File: config.mk
export PLATFORM = sky130hd
export DESIGN_NAME = dependency_load_order_core
export DESIGN_NICKNAME = d
export VERILOG_FILES = /design/src/design/dlo_pkg.sv /design/src/design/dependency_load_order_core.sv
export SDC_FILE = /design/constraint.sdc
export NUM_CORES = 2
export LEC_CHECK = 0
export CAP_MARGIN = 5
export CORE_UTILIZATION = 42
export CTS_BUF_LIST = sky130_fd_sc_hd__clkbuf_8
export CTS_CLUSTER_SIZE = 14
export DETAILED_ROUTE_END_ITERATION = 8
export DONT_BUFFER_PORTS = 1
export GPL_TIMING_DRIVEN = 1
export PLACE_DENSITY_LB_ADDON = 0.05
export REMOVE_ABC_BUFFERS = 1
export SLEW_MARGIN = 20
export SYNTH_ARGS = -nofsm -noshare
export SYNTH_HDL_FRONTEND = slang
export SYNTH_SLANG_ARGS = --single-unit
File: constraint.sdc
create_clock -name clk_i -period 10.8 [get_ports clk_i]
set_clock_uncertainty 0.15 [all_clocks]
set_input_delay 1.08 -clock clk_i [delete_from_list [all_inputs] [get_ports clk_i]]
set_output_delay 1.08 -clock clk_i [all_outputs]
set_load 0.1 [all_outputs]
File: src/design/dlo_pkg.sv
// shared types and codes for the dependency load order core
package dlo_pkg;

  typedef enum logic [1:0] {
    OP_BEGIN   = 2'd0,
    OP_LOAD    = 2'd1,
    OP_APPEND  = 2'd2,
    OP_REQUEST = 2'd3
  } op_e;

  typedef enum logic [2:0] {
    ST_OK           = 3'd0,
    ST_INVALID      = 3'd1,
    ST_NOT_FOUND    = 3'd2,
    ST_CYCLE        = 3'd3,
    ST_FULL         = 3'd4,
    ST_BAD_INDEX    = 3'd5,
    ST_BATCH_FAILED = 3'd6
  } status_e;

  typedef enum logic [1:0] {
    MARK_UNVISITED = 2'd0,
    MARK_VISITING  = 2'd1,
    MARK_DONE      = 2'd2
  } mark_e;

  typedef enum logic [8:0] {
    S_IDLE      = 9'b000000001,
    S_SRCH_ADDR = 9'b000000010,
    S_SRCH_CMP  = 9'b000000100,
    S_VISIT     = 9'b000001000,
    S_LOOP      = 9'b000010000,
    S_TGT       = 9'b000100000,
    S_POP       = 9'b001000000,
    S_EMIT      = 9'b010000000,
    S_CLOSE     = 9'b100000000
  } state_e;

  localparam int unsigned NODE_W = 5;
  localparam int unsigned CNT_REG_W = 6;

endpackage

File: src/design/dependency_load_order_core.sv
// dependency load order core: catalog, id search and depth-first post-order walk
//
// usage:
//   s_axis carries one command beat: tuser holds the operation (begin batch,
//   load asset id, append dependency, request asset), tdata holds entry index,
//   target index and asset id. m_axis returns result beats: one beat per
//   emitted entry (dependencies first), then one closing beat with tlast=1
//   that carries the status of the command.
//   cfg_we_i/cfg_wdata_i write entry_count; write only while the core is idle.
// sequencing:
//   begin/load/append: the core goes to the close state, which loads the
//   closing beat once the output register is free; the next command is taken
//   back in idle. a request searches the id table entry by entry (address,
//   then compare), then walks: visits entries, reads dependency edges, emits
//   each entry and pops its frame, then loads the closing beat; one registered
//   read port per memory sets the pace. s_axis_tready is high only in idle.
// reset:
//   clears entry_count, dependency counts, visit marks, the stack pointer and
//   the sticky batch error; id and target memories keep garbage until loaded.
// stall:
//   one output register holds a result beat; while it is full and m_axis_tready
//   is low, the walk pauses at its next emit or close until that beat is taken.
module dependency_load_order_core
  import dlo_pkg::*;
#(
  parameter int unsigned MAX_ENTRIES = 32,
  parameter int unsigned MAX_DEPS    = 8,
  parameter int unsigned ID_BITS     = 32
) (
  input  logic        clk_i,
  input  logic        rst_ni,
  input  logic        cfg_we_i,
  input  logic [5:0]  cfg_wdata_i,
  input  logic        s_axis_tvalid,
  output logic        s_axis_tready,
  // [4:0] entry_index, [9:5] target_index, [41:10] asset_id, rest zero
  input  logic [47:0] s_axis_tdata,
  // [1:0] operation
  input  logic [1:0]  s_axis_tuser,
  output logic        m_axis_tvalid,
  input  logic        m_axis_tready,
  // [4:0] order_entry, [5] has_entry, [8:6] status, rest zero
  output logic [15:0] m_axis_tdata,
  output logic        m_axis_tlast
);

  localparam int unsigned EIW  = (MAX_ENTRIES > 1) ? $clog2(MAX_ENTRIES) : 1;
  localparam int unsigned CW   = $clog2(MAX_DEPS + 1);
  localparam int unsigned TD   = MAX_ENTRIES * MAX_DEPS;
  localparam int unsigned AW   = (TD > 1) ? $clog2(TD) : 1;
  localparam int unsigned SPW  = $clog2(MAX_ENTRIES + 1);
  localparam int unsigned FW   = NODE_W + CW;

  // command fields
  logic [NODE_W-1:0]  in_ei, in_ti;
  logic [63:0]        in_id_ext;
  logic [ID_BITS-1:0] in_id;
  op_e                in_op;
  logic               in_fire;

  assign in_ei     = s_axis_tdata[4:0];
  assign in_ti     = s_axis_tdata[9:5];
  assign in_id_ext = {32'b0, s_axis_tdata[41:10]};
  assign in_id     = in_id_ext[ID_BITS-1:0];
  assign in_op     = op_e'(s_axis_tuser);

  state_e state_q, state_d;
  assign s_axis_tready = (state_q == S_IDLE);
  assign in_fire       = s_axis_tvalid && s_axis_tready;

  // entry_count register and active count
  logic [CNT_REG_W-1:0] entry_count_q;
  logic [CNT_REG_W-1:0] n_act;
  always_ff @(posedge clk_i or negedge rst_ni) begin
    if (!rst_ni) begin
      entry_count_q <= '0;
    end else if (cfg_we_i) begin
      entry_count_q <= cfg_wdata_i;
    end
  end
  assign n_act = (32'(entry_count_q) > MAX_ENTRIES) ? CNT_REG_W'(MAX_ENTRIES)
                                                    : entry_count_q;

  // flop state
  logic [CW-1:0]      dep_cnt_q [MAX_ENTRIES];
  mark_e              marks_q   [MAX_ENTRIES];
  logic [SPW-1:0]     sp_q, sp_d;
  logic               failed_q, failed_d;
  logic [CNT_REG_W-1:0] idx_q, idx_d;
  logic [NODE_W-1:0]  vnode_q, vnode_d;
  logic [NODE_W-1:0]  top_node_q, top_node_d;
  logic [CW-1:0]      top_next_q, top_next_d;
  logic [ID_BITS-1:0] req_id_q, req_id_d;
  status_e            st_q, st_d;

  // id table memory
  logic [ID_BITS-1:0] id_mem [MAX_ENTRIES];
  logic [ID_BITS-1:0] id_rd_q;
  logic               id_we;
  logic [EIW-1:0]     id_raddr;
  // dependency target memory
  logic [NODE_W-1:0]  tgt_mem [TD];
  logic [NODE_W-1:0]  tgt_rd_q;
  logic               tgt_we, tgt_re;
  logic [AW-1:0]      tgt_waddr, tgt_raddr;
  // stack memory of frames below the top
  logic [FW-1:0]      stk_mem [MAX_ENTRIES];
  logic [FW-1:0]      stk_rd_q;
  logic               stk_we, stk_re;
  logic [EIW-1:0]     stk_waddr, stk_raddr;

  always_ff @(posedge clk_i) begin
    if (id_we) begin
      id_mem[EIW'(in_ei)] <= in_id;
    end
    id_rd_q <= id_mem[id_raddr];
  end

  always_ff @(posedge clk_i) begin
    if (tgt_we) begin
      tgt_mem[tgt_waddr] <= in_ti;
    end
    if (tgt_re) begin
      tgt_rd_q <= tgt_mem[tgt_raddr];
    end
  end

  always_ff @(posedge clk_i) begin
    if (stk_we) begin
      stk_mem[stk_waddr] <= {top_node_q, top_next_q};
    end
    if (stk_re) begin
      stk_rd_q <= stk_mem[stk_raddr];
    end
  end

  // output register
  logic               out_valid_q;
  logic [NODE_W-1:0]  out_node_q;
  logic               out_has_q;
  status_e            out_st_q;
  logic               out_last_q;
  logic               out_free, out_load, out_load_has;
  logic [NODE_W-1:0]  out_load_node;

  assign out_free = !out_valid_q || m_axis_tready;

  // control side effects
  logic           clr_marks, cnt_clr, cnt_inc;
  logic           mark_set;
  mark_e          mark_val;
  logic [EIW-1:0] mark_idx;

  logic [EIW-1:0] ei_idx, top_idx, v_idx;
  logic [CW-1:0]  top_cnt;
  assign ei_idx  = EIW'(in_ei);
  assign top_idx = EIW'(top_node_q);
  assign v_idx   = EIW'(vnode_q);
  assign top_cnt = dep_cnt_q[top_idx];

  always_comb begin
    state_d    = state_q;
    sp_d       = sp_q;
    failed_d   = failed_q;
    idx_d      = idx_q;
    vnode_d    = vnode_q;
    top_node_d = top_node_q;
    top_next_d = top_next_q;
    req_id_d   = req_id_q;
    st_d       = st_q;
    id_we      = 1'b0;
    id_raddr   = EIW'(idx_q);
    tgt_we     = 1'b0;
    tgt_waddr  = AW'(ei_idx) * AW'(MAX_DEPS) + AW'(dep_cnt_q[ei_idx]);
    tgt_re     = 1'b0;
    tgt_raddr  = AW'(top_idx) * AW'(MAX_DEPS) + AW'(top_next_q);
    stk_we     = 1'b0;
    stk_waddr  = EIW'(sp_q - SPW'(1));
    stk_re     = 1'b0;
    stk_raddr  = EIW'(sp_q - SPW'(2));
    clr_marks  = 1'b0;
    cnt_clr    = 1'b0;
    cnt_inc    = 1'b0;
    mark_set   = 1'b0;
    mark_val   = MARK_DONE;
    mark_idx   = v_idx;
    out_load      = 1'b0;
    out_load_has  = 1'b0;
    out_load_node = top_node_q;

    unique case (state_q)
      S_IDLE: begin
        if (in_fire) begin
          st_d    = ST_OK;
          state_d = S_CLOSE;
          unique case (in_op)
            OP_BEGIN: begin
              clr_marks = 1'b1;
              sp_d      = '0;
              failed_d  = 1'b0;
            end
            OP_LOAD: begin
              if ({1'b0, in_ei} >= n_act) begin
                st_d = ST_BAD_INDEX;
              end else begin
                id_we   = 1'b1;
                cnt_clr = 1'b1;
              end
            end
            OP_APPEND: begin
              if ({1'b0, in_ei} >= n_act || {1'b0, in_ti} >= n_act) begin
                st_d = ST_BAD_INDEX;
              end else if (32'(dep_cnt_q[ei_idx]) >= MAX_DEPS) begin
                st_d = ST_FULL;
              end else begin
                tgt_we  = 1'b1;
                cnt_inc = 1'b1;
              end
            end
            OP_REQUEST: begin
              if (failed_q) begin
                st_d = ST_BATCH_FAILED;
              end else if (in_id == '0) begin
                st_d     = ST_INVALID;
                failed_d = 1'b1;
              end else begin
                req_id_d = in_id;
                idx_d    = '0;
                sp_d     = '0;
                state_d  = S_SRCH_ADDR;
              end
            end
            default: ;
          endcase
        end
      end
      S_SRCH_ADDR: begin
        // read issued at idx_q; data arrives next cycle
        if (idx_q >= n_act) begin
          st_d     = ST_NOT_FOUND;
          failed_d = 1'b1;
          state_d  = S_CLOSE;
        end else begin
          state_d = S_SRCH_CMP;
        end
      end
      S_SRCH_CMP: begin
        if (id_rd_q == req_id_q) begin
          vnode_d = NODE_W'(idx_q);
          state_d = S_VISIT;
        end else begin
          idx_d   = idx_q + CNT_REG_W'(1);
          state_d = S_SRCH_ADDR;
        end
      end
      S_VISIT: begin
        if ({1'b0, vnode_q} >= n_act) begin
          st_d     = ST_BAD_INDEX;
          failed_d = 1'b1;
          sp_d     = '0;
          state_d  = S_CLOSE;
        end else if (marks_q[v_idx] == MARK_DONE) begin
          state_d = (sp_q == '0) ? S_CLOSE : S_LOOP;
        end else if (marks_q[v_idx] == MARK_VISITING) begin
          st_d     = ST_CYCLE;
          failed_d = 1'b1;
          sp_d     = '0;
          state_d  = S_CLOSE;
        end else begin
          // push: spill current top frame, new node becomes top
          if (sp_q != '0) begin
            stk_we = 1'b1;
          end
          mark_set   = 1'b1;
          mark_val   = MARK_VISITING;
          top_node_d = vnode_q;
          top_next_d = '0;
          sp_d       = sp_q + SPW'(1);
          state_d    = S_LOOP;
        end
      end
      S_LOOP: begin
        if ({1'b0, top_node_q} >= n_act) begin
          st_d     = ST_BAD_INDEX;
          failed_d = 1'b1;
          sp_d     = '0;
          state_d  = S_CLOSE;
        end else if (top_next_q < top_cnt && 32'(top_next_q) < MAX_DEPS) begin
          tgt_re     = 1'b1;
          top_next_d = top_next_q + CW'(1);
          state_d    = S_TGT;
        end else begin
          state_d = S_EMIT;
        end
      end
      S_TGT: begin
        vnode_d = tgt_rd_q;
        state_d = S_VISIT;
      end
      S_EMIT: begin
        // post-order output of the top node, then pop
        if (out_free) begin
          out_load     = 1'b1;
          out_load_has = 1'b1;
          mark_set     = 1'b1;
          mark_val     = MARK_DONE;
          mark_idx     = top_idx;
          sp_d         = sp_q - SPW'(1);
          if (sp_q > SPW'(1)) begin
            stk_re  = 1'b1;
            state_d = S_POP;
          end else begin
            st_d    = ST_OK;
            state_d = S_CLOSE;
          end
        end
      end
      S_POP: begin
        top_node_d = stk_rd_q[FW-1:CW];
        top_next_d = stk_rd_q[CW-1:0];
        state_d    = S_LOOP;
      end
      S_CLOSE: begin
        if (out_free) begin
          out_load      = 1'b1;
          out_load_has  = 1'b0;
          out_load_node = '0;
          sp_d          = '0;
          state_d       = S_IDLE;
        end
      end
      default: state_d = S_IDLE;
    endcase
  end

  always_ff @(posedge clk_i or negedge rst_ni) begin
    if (!rst_ni) begin
      state_q  <= S_IDLE;
      sp_q     <= '0;
      failed_q <= 1'b0;
    end else begin
      state_q  <= state_d;
      sp_q     <= sp_d;
      failed_q <= failed_d;
    end
  end

  always_ff @(posedge clk_i) begin
    idx_q      <= idx_d;
    vnode_q    <= vnode_d;
    top_node_q <= top_node_d;
    top_next_q <= top_next_d;
    req_id_q   <= req_id_d;
    st_q       <= st_d;
  end

  // dependency counts and visit marks
  always_ff @(posedge clk_i or negedge rst_ni) begin
    if (!rst_ni) begin
      for (int i = 0; i < MAX_ENTRIES; i++) begin
        dep_cnt_q[i] <= '0;
        marks_q[i]   <= MARK_UNVISITED;
      end
    end else begin
      if (cnt_clr) begin
        dep_cnt_q[ei_idx] <= '0;
      end else if (cnt_inc) begin
        dep_cnt_q[ei_idx] <= dep_cnt_q[ei_idx] + CW'(1);
      end
      if (clr_marks) begin
        for (int i = 0; i < MAX_ENTRIES; i++) begin
          marks_q[i] <= MARK_UNVISITED;
        end
      end else if (mark_set) begin
        marks_q[mark_idx] <= mark_val;
      end
    end
  end

  // result register
  always_ff @(posedge clk_i or negedge rst_ni) begin
    if (!rst_ni) begin
      out_valid_q <= 1'b0;
    end else if (out_load) begin
      out_valid_q <= 1'b1;
    end else if (m_axis_tready) begin
      out_valid_q <= 1'b0;
    end
  end

  always_ff @(posedge clk_i) begin
    if (out_load) begin
      out_node_q <= out_load_node;
      out_has_q  <= out_load_has;
      out_st_q   <= out_load_has ? ST_OK : st_q;
      out_last_q <= !out_load_has;
    end
  end

  assign m_axis_tvalid = out_valid_q;
  assign m_axis_tdata  = {7'b0, out_st_q, out_has_q, out_node_q};
  assign m_axis_tlast  = out_last_q;

endmodule
# After elaboration in Yosys (flattened, before gate mapping)
# Memories as Yosys holds them, arrays and structs flattened. A register that Yosys moved wholly into a read port is not among the register bits.
# Cells that the tools add are included.
classes:
  addsub: 8
  order_cmp: 16
  n_eq_ne: 36
  mux: 134
  bitwise_logic: 8
  n_reduce_logical: 32
op_table:
  columns: ["cell", "n"]
  rows:
  - ["$mux W128", 2]
  - ["$and A128 B128 Y128", 1]
  - ["$bwmux W128", 1]
  - ["$mux W64", 2]
  - ["$not A128 Y128", 1]
  - ["$mux W9", 13]
  - ["$pmux W9 S9", 1]
  - ["$mux W6", 13]
  - ["$bwmux W64", 1]
  - ["$mux W1", 46]
  - ["$mux W4", 11]
  - ["$bmux W4 S5", 2]
  - ["$mux W5", 8]
  - ["$mux W3", 12]
  - ["$eq A32 B32 Y1", 1]
  - ["$logic_not A32 Y1", 1]
  - ["$pmux W6 S5", 1]
  - ["$ne A2 B2 Y1 const B", 14]
  - ["$ge A5 B6 Y1", 4]
  - ["$ge A6 B6 Y1 const B", 4]
  - ["$not A5 Y6", 4]
  - ["$pmux W6 S2", 2]
  - ["$demux W4 S5", 1]
  - ["$pmux W5 S2", 2]
  - ["other kinds (55)", 86]
totals:
  regBits: 280
  ramBits: 2592
  in_bits: 61
  out_inout_bits: 19
  word_cells: 316
  memories: 3
memory_table:
  columns: ["name", "depth", "width", "read_ports", "rd_clocked_by_memory_dff", "write_ports", "line_no", "rtl"]
  rows:
  - ["tgt_mem", 256, 5, 1, 1, 1, "dependency_load_order_core.sv:102", "logic [NODE_W-1:0] tgt_mem [TD];"]
  - ["id_mem", 32, 32, 1, 1, 1, "dependency_load_order_core.sv:97", "logic [ID_BITS-1:0] id_mem [MAX_ENTRIES];"]
  - ["stk_mem", 32, 9, 1, 1, 1, "dependency_load_order_core.sv:107", "logic [FW-1:0] stk_mem [MAX_ENTRIES];"]

# Logic depth before layout (Yosys ltp)
depth:
  ltp_word: 12
  mapped_depth: 15
  depth_no_buf: 11

# Worst setup path before layout
# OpenSTA, ideal clock, no wires.
synth_timing:
  kind: "in2reg"
  start: "input port s_axis_tdata[0]"
  end: "memory id_mem[10][0] (enable)"
  arrival_time_ns: 4.442
  required_ns: 10.229
  path_slack_ns: 5.787
  cell_stages: 12
  n_path_buf: 4
  path_cell_list: "buf_6 buf_6 buf_1 inv_1 ha_1 nor2b_1 o21ai_0 a31oi_1 or2_2 nand2_1 clkbuf_1 nor2_1"
synth_between:
  elab_chain_cells: 7
synth_rtl:
  columns: ["element", "line_no", "rtl"]
  rows:
  - ["from (decl)", "dependency_load_order_core.sv:37", "input logic [47:0] s_axis_tdata,"]
  - ["$ge A5 B6 Y1", "dependency_load_order_core.sv:203", "if ({1'b0, in_ei} >= n_act) begin"]
  - ["$mux W1", "dependency_load_order_core.sv:203", null]
  - ["$mux W1", "dependency_load_order_core.sv:196", "unique case (in_op)"]
  - ["$mux W1", "dependency_load_order_core.sv:193", "if (in_fire) begin"]
  - ["$mux W1", "dependency_load_order_core.sv:191", "unique case (state_q)"]
  - ["$mux W1", "dependency_load_order_core.sv:113", "if (id_we) begin"]
  - ["$mux W1 (not written as such)", "dependency_load_order_core.sv:114", "id_mem[EIW'(in_ei)] <= in_id;"]
  - ["to (decl)", "dependency_load_order_core.sv:97", null]
# Parallel ways exist; a longest one is shown, timed or not.

# Worst setup path after layout
layout_timing:
  start: "register top_next_q[0]"
  end: "register tgt_rd_q[3], read port of tgt_mem (data pin)"
layout_between:
  elab_chain_cells: 5
  elab_cells_between_ends: 7
  cone_classes: "add/sub (1); order compare (2); mux (3); reduce/logical (1)"
layout_rtl:
  columns: ["element", "line_no", "rtl"]
  rows:
  - ["from (decl)", "dependency_load_order_core.sv:92", "logic [CW-1:0] top_next_q, top_next_d;"]
  - ["from (signal assigned)", "dependency_load_order_core.sv:352", "top_next_q <= top_next_d;"]
  - ["$lt A4 B4 Y1", "dependency_load_order_core.sv:288", "end else if (top_next_q < top_cnt && 32'(top_next_q) < MAX_DEPS) begin"]
  - ["$logic_and A1 B1 Y1", "dependency_load_order_core.sv:288", null]
  - ["$mux W1", "dependency_load_order_core.sv:288", null]
  - ["$mux W1", "dependency_load_order_core.sv:283", "if ({1'b0, top_node_q} >= n_act) begin"]
  - ["$mux W1", "dependency_load_order_core.sv:191", null]
  - ["to (decl)", "dependency_load_order_core.sv:103", "logic [NODE_W-1:0] tgt_rd_q;"]
# Parallel ways exist; a longest one is shown, timed or not.
# A chain may end at the register's enable or synchronous reset.

==> metrics.cfg <==
[routing]
wirelength_um=312000
drc_errors=0
drt_iter0_drc=5247
first_pass_iters=5
detail_route.wl_per_cell_um=30.6
antenna_left=0
num_vias=58100
vias_per_cell=5.70

[pwr]
p_leak_uw=0.0410
powerDensity_nw_per_um2=171
peakVddDrop_uv=115
finalPower_uw=22200

[worst_setup_path]
critical_path.max_fanout=78
endpoint_kind=register
crit_required_ps=11320
cpMostUsedCell=o221ai_1
start_kind=register
crit_type=register to register
crit_chain=buf_4 > buf_12 > mux4_2 > a22o_1 > a221oi_1 > o221ai_1 > a22oi_1 > o221ai_1
slowest_delay_ps=790
cp_data_arrival_time_ps=6020
cpMaxStageDelayCell=edfxtp_1

[clock_tree]
clk_latency_ps=1090
cts.sinks=2918
tritoncts=done
path_clk_slew_ps=60
htreeDepth=5
root_buffer=clkbuf_8
clk_path_buf_depth=4
cts_buffers=483
cts_resized=0
cts_setup_buffers=0
cts_hold_buf=61

[placed_design]
hpwl_um=162000
place_congestion=0.789
port_buffers=0
place_ws_ps=5090

[grt]
globalRouteOverflowTotal=0
antenna_found_initial=15
grt_pass1_wl_um=450000
first_global_vias=60800
grt_use_total_pct=22.5
grt_max_degree=216

[synthesis]
avgSynthCellArea_um2=20.0
synth_cell_types=74
yosys_warnings=0
async_reset_ff_share_pct=7.37
netlist_instances=5788
synth-edff-count=2671
synth-seq-area-share_pct=74.3
synth_area_um2=116000
ys_ff_latch=2918
synth_flop_cell=edfxtp_1

[cells_and_area]
nets=6215
drive_above_1_share_pct=26.2
final_cell_mix=2671 x edfxtp_1, 813 x mux4_2, 515 x clkbuf_8
layout_commonest_cell=edfxtp_1
area_growth_pct=12.3
n_fill_cell=23000

[floorplanning]
die_w_um=528
dieArea_um2=278000
core-area_um2=274000
start_util_pct=42.3
row_count=192
ios=80
fp.dieH_um=528

[sta]
hold_viol=0
report.final.setup_viol=0
setup_slack_ps=5310
finalSetupTns_ps=0
clock.fmax_mhz=182
relSlewSlack_pct=22.8
final-max-slew-violation-count=0
tightest_slew_ps=1160
rsz0062_at_grt=no
finalCriticalPeriod_ps=5490
finalCritPeriodShare_pct=50.9

[flow_run]
drv_cap=0

[run_status]
status=complete, no violations

[hold_path]
hp-class=input pin to register

==> stage by stage <==
step / utilization, % / hold WS [ps] / area, um2 / instances
after floorplan: - / 313 / 115000 / 5443
after global placement: 44.0 / 326 / 121000 / 9242
after detailed placement: 44.0 / 336 / 121000 / 9242
after CTS: 47.6 / 0.802 / 130000 / 10200
after global routing: 47.5 / 16.7 / 130000 / 10200
final: 47.5 / 138 / 130000 / 10200
==> power breakdown <==
part           switching (uW)  internal (uW)  leakage, uW
Combinational             469            241      0.00875
Clock                    4450           4610      0.00526
Sequential               77.1          12400       0.0270
==> area by class of cell <==
type	instances	area (um2)	share of cell area, %
inverters	23	86.3	0.0662
flip-flops and latches	2918	86200	66.2
diodes	4	10.0	0.00768
well taps	3686	4610	3.54
clock buffers	515	7090	5.44
multi-input cells	2502	28700	22.0
repair buffers	176	1730	1.33
clock inverters	380	1880	1.44
==> layer usage <==
metal  GRT usage, %  routed length (um)  vias to the layer above
li1               -                   -                    24700
met1           30.9              134000                    31300
met2           37.4              155000                     1665
met3           3.32               15700                      481
met4           6.08                7370                        2
met5              0                   7                        -
==> cells in the mapped netlist, types with 10 or more instances <==
master       n  area [um2]
xnor2_1     38         333
a21oi_1     58         290
nand3_1     82         410
nand2b_1    16         100
or2_2       14        87.6
edfxtp_1  2671       80200
buf_1       55         206
a32o_1      10         100
mux2i_1     48         480
mux4_2     813       18300
nand2_1    162         608
buf_2       32         160
clkbuf_1   248         931
nor3_1      26         130
nand4_1     22         138
a22oi_1     91         683
nor2_1     392        1470
a22o_1      29         254
o22ai_1     19         119
xor2_1      16         140
o221ai_1    23         201
mux2_2      54         608
o21ai_0    346        1730
a31oi_1     10        62.6
and2_1      15        93.8
a221oi_1    26         228
ha_1        50         626
dfxtp_1     32         641
inv_1       21        78.8
nor4_1      18         113
dfrtp_1    214        5360
nor2b_1     23         144
==> cells by family (layout without fill, tap and decap cells) <==
family                   after synthesis  in the layout  share of synthesized area [%]
AND/OR/NAND/NOR                      818            818                           3.20
flip-flops                          2918           2918                           74.3
XOR/XNOR                              54             54                          0.408
adder cells (fa/ha/maj)               50             50                          0.539
multiplexers                         915            915                           16.7
AO/OA/AOI/OAI                        658            658                           3.50
buffers and inverters                374           1094                           1.31
other                                  1             11                        0.00323
==> worst paths after layout <==
kind,end,startpoint,slack [ps],cells past startpoint
max,tgt_rd_q[3],top_next_q[0],5310,8
min,tgt_mem[84][0],s_axis_tdata[5],140,0
max reg2reg,tgt_rd_q[3],top_next_q[0],5310,8
min reg2reg,marks_q[10],marks_q[10],340,2
max in group asynchronous,dep_cnt_q[26],rst_ni,8970,3
min in group asynchronous,marks_q[20],rst_ni,400,2
==> worst max-delay path, delay by kind of cell (launching register included) <==
kind / cells / cell delay, ps
compound gates: 5 / 2130
buf+inv: 2 / 1090
flops: 1 / 790
mux: 1 / 630
==> state kept, by name (all words and copies together), names as in the netlist, 3 cells and up <==
name,cells
tgt_mem,1280
id_mem,1024
stk_mem,288
dep_cnt_q,128
marks_q,64
id_rd_q,32
req_id_q,32
state_q,9
stk_rd_q,9
entry_count_q,6
idx_q,6
sp_q,6
out_node_q,5
tgt_rd_q,5
top_idx,5
v_idx,5
top_next_q,4
out_st_q,3
st_q,3
No activity file was read; power rests on OpenSTA's default activity.
